### src/sv/wbps_pkg.sv
// Shared types and constants of the wildcard byte pattern scanner.
`default_nettype none
package wbps_pkg;

   localparam int MAX_PATTERN = 64;
   localparam int SEL_W       = (MAX_PATTERN > 1) ? $clog2(MAX_PATTERN) : 1;

   localparam int LEN_W    = 7;
   localparam int ENTRY_W  = 6;
   localparam int ADDR_W   = 48;
   localparam int OFFSET_W = 32;
   localparam int POS_W    = 32;

   localparam int CSR_ADDR_W = 5;
   localparam int CSR_DATA_W = 64;

   typedef enum logic [1:0] {
      REG_PATTERN_LENGTH = 2'd0,
      REG_BASE_ADDRESS   = 2'd1,
      REG_MATCH_OFFSET   = 2'd2
   } reg_index_type;

   typedef enum logic {
      CMD_LOAD = 1'b0,
      CMD_SCAN = 1'b1
   } cmd_type;

   // broadcast to every cell of the row
   typedef struct packed {
      logic       scan_en;
      logic       clear;
      logic [7:0] scan_byte;
      logic [7:0] load_byte;
      logic       load_wild;
   } cell_ctl_type;

   // one result headed for the output stages
   typedef struct packed {
      logic              found;
      logic [POS_W-1:0]  start;
      logic [ADDR_W-1:0] base;
      logic [OFFSET_W-1:0] offset;
   } hit_type;

endpackage
`default_nettype wire

### src/sv/wildcard_byte_pattern_scanner_unit.sv
// Top level of the wildcard byte pattern scanner: registers, cell row, control.
`default_nettype none
// Takes one beat per clock, pattern loads and image bytes alike. Each of the
// 64 cells compares the incoming byte with its pattern entry and passes its
// partial match bit to the next cell, so all start positions are tracked in
// parallel. The found / not-found result of the matching or final byte goes
// through the address-sum stage and the output register to the rsp_ channel;
// req_stall rises only when both result stages hold a beat and rsp_stall is
// high. Registers sit at byte addresses 0 (pattern_length), 8 (base_address)
// and 16 (match_offset), 64 bits wide; write them only while the block is idle.
// Unloaded pattern entries used by a scan give undefined results.
module wildcard_byte_pattern_scanner_unit
   import wbps_pkg::*;
(
   input  wire logic                  clock,
   input  wire logic                  reset,
   input  wire logic                  req_valid,
   output logic                       req_stall,
   input  wire logic                  req_cmd,
   input  wire logic [ENTRY_W-1:0]    req_entry_index,
   input  wire logic [7:0]            req_byte_value,
   input  wire logic                  req_is_wildcard,
   input  wire logic                  req_is_last,
   output logic                       rsp_valid,
   input  wire logic                  rsp_stall,
   output logic                       rsp_found,
   output logic [ADDR_W-1:0]          rsp_match_address,
   input  wire logic                  psel,
   input  wire logic                  penable,
   input  wire logic                  pwrite,
   input  wire logic [CSR_ADDR_W-1:0] paddr,
   input  wire logic [CSR_DATA_W-1:0] pwdata,
   output logic [CSR_DATA_W-1:0]      prdata,
   output logic                       pready
);

   logic [LEN_W-1:0]    pattern_length_ff;
   logic [ADDR_W-1:0]   base_address_ff;
   logic [OFFSET_W-1:0] match_offset_ff;
   logic [POS_W-1:0]    byte_position_ff, byte_position_in;
   logic                search_done_ff, search_done_in;

   reg_index_type       reg_sel;
   logic                csr_write;
   logic                accept, scan_acc, load_acc, shift;
   logic [SEL_W-1:0]    len_sel;
   logic                tap;
   logic                busy;
   logic                hit_valid;
   hit_type             hit;
   cell_ctl_type        ctl;
   logic [MAX_PATTERN-1:0] match_vec;
   logic [MAX_PATTERN-1:0] next_vec;
   logic [MAX_PATTERN-1:0] load_sel;

   // configuration port
   assign pready    = 1'b1;
   assign reg_sel   = reg_index_type'(paddr[4:3]);
   assign csr_write = psel && penable && pwrite && pready;

   always_ff @(posedge clock) begin
      if (reset) begin
         pattern_length_ff <= LEN_W'(1);
         base_address_ff   <= '0;
         match_offset_ff   <= '0;
      end else if (csr_write) begin
         unique case (reg_sel)
            REG_PATTERN_LENGTH: pattern_length_ff <= pwdata[LEN_W-1:0];
            REG_BASE_ADDRESS:   base_address_ff   <= pwdata[ADDR_W-1:0];
            REG_MATCH_OFFSET:   match_offset_ff   <= pwdata[OFFSET_W-1:0];
            default: ;
         endcase
      end
   end

   always_comb begin
      unique case (reg_sel)
         REG_PATTERN_LENGTH: prdata = {{(CSR_DATA_W-LEN_W){1'b0}}, pattern_length_ff};
         REG_BASE_ADDRESS:   prdata = {{(CSR_DATA_W-ADDR_W){1'b0}}, base_address_ff};
         REG_MATCH_OFFSET:   prdata = {{(CSR_DATA_W-OFFSET_W){1'b0}}, match_offset_ff};
         default:            prdata = '0;
      endcase
   end

   // beat decode
   assign req_stall = busy;
   assign accept    = req_valid && !req_stall;
   assign scan_acc  = accept && (cmd_type'(req_cmd) == CMD_SCAN);
   assign load_acc  = accept && (cmd_type'(req_cmd) == CMD_LOAD);
   assign shift     = scan_acc && !search_done_ff;

   assign ctl.scan_en   = shift;
   assign ctl.clear     = scan_acc && req_is_last;
   assign ctl.scan_byte = req_byte_value;
   assign ctl.load_byte = req_byte_value;
   assign ctl.load_wild = req_is_wildcard;

   // length 0 acts as 1, lengths past the row act as the full row
   always_comb begin
      if (pattern_length_ff == '0) begin
         len_sel = '0;
      end else if (int'(pattern_length_ff) > MAX_PATTERN) begin
         len_sel = SEL_W'(MAX_PATTERN - 1);
      end else begin
         len_sel = SEL_W'(pattern_length_ff - LEN_W'(1));
      end
   end

   genvar j;
   generate
      for (j = 0; j < MAX_PATTERN; j++) begin : g_cell
         logic prev;
         if (j == 0) begin : g_head
            assign prev = 1'b1;
         end else begin : g_link
            assign prev = match_vec[j-1];
         end
         assign load_sel[j] = load_acc && (int'(req_entry_index) == j);
         wbps_cell u_cell (
            .clock      (clock),
            .reset      (reset),
            .ctl        (ctl),
            .load_sel   (load_sel[j]),
            .prev_match (prev),
            .match_ff   (match_vec[j]),
            .next_match (next_vec[j])
         );
      end
   endgenerate

   assign tap       = next_vec[len_sel];
   assign hit_valid = shift && (tap || req_is_last);

   assign hit.found  = tap;
   assign hit.start  = byte_position_ff - POS_W'(len_sel);
   assign hit.base   = base_address_ff;
   assign hit.offset = match_offset_ff;

   always_comb begin
      byte_position_in = byte_position_ff;
      search_done_in   = search_done_ff;
      if (scan_acc) begin
         if (req_is_last) begin
            byte_position_in = '0;
            search_done_in   = 1'b0;
         end else begin
            if (byte_position_ff != '1) begin
               byte_position_in = byte_position_ff + POS_W'(1);
            end
            if (shift && tap) begin
               search_done_in = 1'b1;
            end
         end
      end
   end

   always_ff @(posedge clock) begin
      if (reset) begin
         byte_position_ff <= '0;
         search_done_ff   <= 1'b0;
      end else begin
         byte_position_ff <= byte_position_in;
         search_done_ff   <= search_done_in;
      end
   end

   wbps_result_pipe u_result (
      .clock             (clock),
      .reset             (reset),
      .hit_valid         (hit_valid),
      .hit               (hit),
      .busy              (busy),
      .rsp_valid         (rsp_valid),
      .rsp_stall         (rsp_stall),
      .rsp_found         (rsp_found),
      .rsp_match_address (rsp_match_address)
   );

   a_last_restarts: assert property (@(posedge clock) disable iff (reset)
      (scan_acc && req_is_last) |=>
         (byte_position_ff == '0 && !search_done_ff && match_vec == '0))
      else $error("final byte did not restart the image");

   a_match_closes: assert property (@(posedge clock) disable iff (reset)
      (hit_valid && tap && !req_is_last) |=> search_done_ff)
      else $error("match did not end the search");

   a_done_quiet: assert property (@(posedge clock) disable iff (reset)
      search_done_ff |-> !hit_valid)
      else $error("second result for one image");

endmodule
`default_nettype wire

### src/sv/wbps_cell.sv
// One pattern position: stored byte, wildcard mark and partial match bit.
`default_nettype none
module wbps_cell
   import wbps_pkg::*;
(
   input  wire logic         clock,
   input  wire logic         reset,
   input  wire cell_ctl_type ctl,
   input  wire logic         load_sel,
   input  wire logic         prev_match,
   output logic              match_ff,
   output logic              next_match
);

   logic [7:0] pattern_ff;
   logic       wild_ff;
   logic       match_in;
   logic       hit;

   assign hit        = wild_ff | (pattern_ff == ctl.scan_byte);
   assign next_match = hit & prev_match;

   always_comb begin
      if (ctl.clear) begin
         match_in = 1'b0;
      end else if (ctl.scan_en) begin
         match_in = next_match;
      end else begin
         match_in = match_ff;
      end
   end

   always_ff @(posedge clock) begin
      if (reset) begin
         match_ff <= 1'b0;
      end else begin
         match_ff <= match_in;
      end
   end

   always_ff @(posedge clock) begin
      if (load_sel) begin
         pattern_ff <= ctl.load_byte;
         wild_ff    <= ctl.load_wild;
      end
   end

endmodule
`default_nettype wire

### src/sv/wbps_result_pipe.sv
// Two result stages: address sum, then the output register.
`default_nettype none
module wbps_result_pipe
   import wbps_pkg::*;
(
   input  wire logic              clock,
   input  wire logic              reset,
   input  wire logic              hit_valid,
   input  wire hit_type           hit,
   output logic                   busy,
   output logic                   rsp_valid,
   input  wire logic              rsp_stall,
   output logic                   rsp_found,
   output logic [ADDR_W-1:0]      rsp_match_address
);

   logic              s1_valid_ff, s1_valid_in;
   logic              s1_found_ff;
   logic [POS_W-1:0]  s1_start_ff;
   logic [ADDR_W-1:0] s1_baseoff_ff, s1_baseoff_in;
   logic              out_valid_ff, out_valid_in;
   logic              out_found_ff;
   logic [ADDR_W-1:0] out_addr_ff, out_addr_in;
   logic              adv_out;
   logic              adv_s1;

   assign adv_out = !out_valid_ff || !rsp_stall;
   assign adv_s1  = !s1_valid_ff || adv_out;
   assign busy    = s1_valid_ff && out_valid_ff && rsp_stall;

   assign s1_baseoff_in = hit.base + {{(ADDR_W-OFFSET_W){hit.offset[OFFSET_W-1]}}, hit.offset};
   assign s1_valid_in   = adv_s1 ? hit_valid : s1_valid_ff;
   assign out_valid_in  = adv_out ? s1_valid_ff : out_valid_ff;
   assign out_addr_in   = s1_found_ff ?
                          s1_baseoff_ff + {{(ADDR_W-POS_W){1'b0}}, s1_start_ff} : '0;

   always_ff @(posedge clock) begin
      if (reset) begin
         s1_valid_ff  <= 1'b0;
         out_valid_ff <= 1'b0;
      end else begin
         s1_valid_ff  <= s1_valid_in;
         out_valid_ff <= out_valid_in;
      end
   end

   always_ff @(posedge clock) begin
      if (adv_s1 && hit_valid) begin
         s1_found_ff   <= hit.found;
         s1_start_ff   <= hit.start;
         s1_baseoff_ff <= s1_baseoff_in;
      end
      if (adv_out && s1_valid_ff) begin
         out_found_ff <= s1_found_ff;
         out_addr_ff  <= out_addr_in;
      end
   end

   assign rsp_valid         = out_valid_ff;
   assign rsp_found         = out_found_ff;
   assign rsp_match_address = out_addr_ff;

   // a held stage keeps its beat
   a_s1_hold: assert property (@(posedge clock) disable iff (reset)
      (s1_valid_ff && !adv_out) |=> (s1_valid_ff && $stable(s1_baseoff_ff)
                                     && $stable(s1_start_ff)))
      else $error("stage 1 lost or changed while output stalled");

   // nothing arrives while both stages are full and stalled
   a_no_overrun: assert property (@(posedge clock) disable iff (reset)
      busy |-> !hit_valid)
      else $error("result entered a full pipe");

   a_not_found_zero: assert property (@(posedge clock) disable iff (reset)
      (rsp_valid && !rsp_found) |-> (rsp_match_address == '0))
      else $error("not-found result carries an address");

endmodule
`default_nettype wire
### config.mk
export PLATFORM = sky130hd
export DESIGN_NAME = wildcard_byte_pattern_scanner_unit
export DESIGN_NICKNAME = d
export VERILOG_FILES = /design/src/sv/wbps_pkg.sv /design/src/sv/wildcard_byte_pattern_scanner_unit.sv /design/src/sv/wbps_cell.sv /design/src/sv/wbps_result_pipe.sv
export SDC_FILE = /design/constraint.sdc
export NUM_CORES = 2
export LEC_CHECK = 0
export BUFFER_PORTS_ARGS = -buffer_cell sky130_fd_sc_hd__buf_2
export CAP_MARGIN = 20
export CORE_MARGIN = 2
export CORE_UTILIZATION = 39
export CTS_BUF_LIST = sky130_fd_sc_hd__clkbuf_4
export DETAILED_ROUTE_END_ITERATION = 6
export PLACE_DENSITY_LB_ADDON = 0.1
export SLEW_MARGIN = 20
export SYNTH_ARGS = -nofsm -noshare
export SYNTH_HDL_FRONTEND = slang
export SYNTH_HIERARCHICAL = 1
export SYNTH_SLANG_ARGS = --single-unit
export TNS_END_PERCENT = 5
### constraint.sdc
create_clock -name clock -period 24.8 [get_ports clock]
set_input_delay 3.72 -clock clock [delete_from_list [all_inputs] [get_ports clock]]
set_output_delay 3.72 -clock clock [all_outputs]
set_load 0.01 [all_outputs]
==> impl_metrics.toml <==
[power]
p_sw_uw = 782.9
internal_power_uw = 2449
power_frac_comb_pct = 7.8
power.share.clock_pct = 41.4
p_sw_share_pct = 24.22
power_density_nw_per_um2 = 66.41
p_seq_share_pct = 50.8
p_leak_uw = 0.01730
irDropWorstVdd_v = 0.00003500

[synth]
netlist_area_sq_um = 42870
yosys_warnings = 6
avgSynthCellArea_sq_um = 11.96
syn-instance-count = 3584

[floorplan]
die_h_um = 335.5
rows = 121
core_area_sq_um = 109000
die-area_sq_um = 112600
initial_utilization_pct = 39.33
ioPinCount = 209
fp.dieW_um = 335.5

[routing]
avgRoutedWirePerCell_um = 19.96
drcViolationCount = 0
via_per_inst = 5.177
first_pass_iters = 6
num_vias = 28761
drt_wl_total_um = 110900
drt_iter0_markers = 1658
final_antenna_net_count = 0

[sta]
slew_viol_final = 0
period_share_pct = 36.20
worstMarginPinSlew_ns = 1.035
rsz0062_at_grt = "false"
finalHoldViolCount = 0
period_needed_ns = 8.979
skew_ns = 0.08177
whs_ns = 0.4781
max_freq_mhz = 111.4
setup-tns-final_ns = 0
max_slew_margin_pct = 31.00
setup_viol = 0

[critical_path]
end_kind = "primary output"
cp_num_cells = 6
start_kind = "primary input"
crit_type = "in2out"
crit_required_ns = 21.08
critPathMaxStageDelay_ns = 0.41
path_cells = "buf_2, nor2b_2, buf_4, nand2_1, o21ai_0, buf_2"
cpLargestDelayFamily = "buffers and inverters"
slowest_stage = "buf_4"
crit_buf_inv = 3
cp_max_fo = 33
reg2reg_depth = 12
arrival_ns = 5.26
cpMostUsedCell = "buf_2"

[placed_design]
gp_congestion = 0.8257
io_buffers = 172
dpl.hpwl_um = 71450

[global_route]
grt.met2_usage_pct = 29.92
grtUsageMet3_pct = 4.314
grt_max_degree = 97
grt_util_met1_pct = 27.39
grt_util_all_layers_pct = 19.59
grt_overflow_total = 0
grt_pass1_wl_um = 168500
first_global_vias = 27771
antenna_found_initial = 11
grt.busiest_layer = "met2"

[min_path]
min_path_type = "reg2reg"
holdPathStages = 2

[cells_and_area]
fin_nets = 4114
drive_above_1_share_pct = 15.79
syn_to_final_growth_pct = 13.53
layout_commonest_cell = "edfxtp_1"
mostFrequentLayoutCells = "edfxtp_1, xnor2_1, clkbuf_4"

[outcome]
status = "finished clean"

[cts]
max-clock-path-buffers = 3
clkSinkCount = 891
cts_setup_buffers = 0
cts_made_buffers = 237
post_cts_resize_count = 0
cts-hold-fix-buffers = 0
insertion_delay_ns = 1.14
cts_tree = "done"
root_buffer = "clkbuf_4"
clkTransAtPathRegs_ns = 0.07
htreeDepth = 4

[flow_run]
cap_violations = 0
[final timing paths]
path / from / to / slack [ns]
worst max register to register: pattern_length_ff[0] / u_result/s1_baseoff_ff[47] / 19.46
worst min register to register: match_offset_ff[13] / match_offset_ff[13] / 0.48
worst max-delay path: paddr[4] / prdata[6] / 15.82
worst min-delay path: match_offset_ff[13] / match_offset_ff[13] / 0.48
[power by group through the flow]
stage / clock network, uW / registers, uW / logic [uW]
after global routing: 1470 / 1640 / 279
after CTS: 1390 / 1640 / 256
after global placement: 0 / 1670 / 254
final: 1340 / 1640 / 252
after floorplan: 0 / 1670 / 153
after detailed placement: 0 / 1670 / 255
[tightest hold or removal path, delay by kind of cell, from the launching register on]
family / cells / cell delay, ns
AND/OR/NAND/NOR: 1 / 0.06
flip-flops: 1 / 0.32
AO/OA/AOI/OAI: 1 / 0.05
[through the flow]
stage / power, uW / instances / setup slack, ns / utilization [%] / cell area, sq um
2_1_floorplan: 1826 / 3602 / 10.36 / - / 42930
3_3_place_gp: 1927 / 5105 / 15.38 / 41.67 / 45420
3_5_place_dp: 1928 / 5105 / 15.35 / 41.67 / 45420
4_1_cts: 3288 / 5544 / 15.82 / 44.61 / 48630
5_1_grt: 3393 / 5554 / 15.74 / 44.64 / 48660
6_report: 3232 / 5556 / 15.82 / 44.65 / 48670
[layout make-up]
| cell class | instances | area, sq um |
|---|---|---|
| antenna | 12 | 30.03 |
| clock buffer | 375 | 2815 |
| clock inverter | 64 | 397.9 |
| fill | 10302 | 60340 |
| inverter | 41 | 153.9 |
| multi-input combinational | 2553 | 17380 |
| sequential | 891 | 24910 |
| tap | 1414 | 1769 |
| timing repair buffer | 206 | 1216 |
[per-layer routing]
metal | wire length (um) | share of wire, %
met5 | 22 | 0.020
met4 | 2532 | 2.3
met3 | 6018 | 5.4
met2 | 49660 | 45
met1 | 52650 | 47
[flip-flops by register name (all words and copies together) (netlist names)]
name and flops:
pattern_length_ff 7, u_result/s1_start_ff 32, u_result/rsp_match_address 48, u_result/s1_valid_ff 1, search_done_ff 1, g_cell.u_cell/match_ff 63, u_result/rsp_found 1, g_cell.u_cell/wild_ff 64
match_offset_ff 32, u_result/rsp_valid 1, u_result/s1_baseoff_ff 48, base_address_ff 48, u_result/s1_found_ff 1, g_cell.u_cell/pattern_ff 512, byte_position_ff 32
Power figures use the tool's default switching activity.
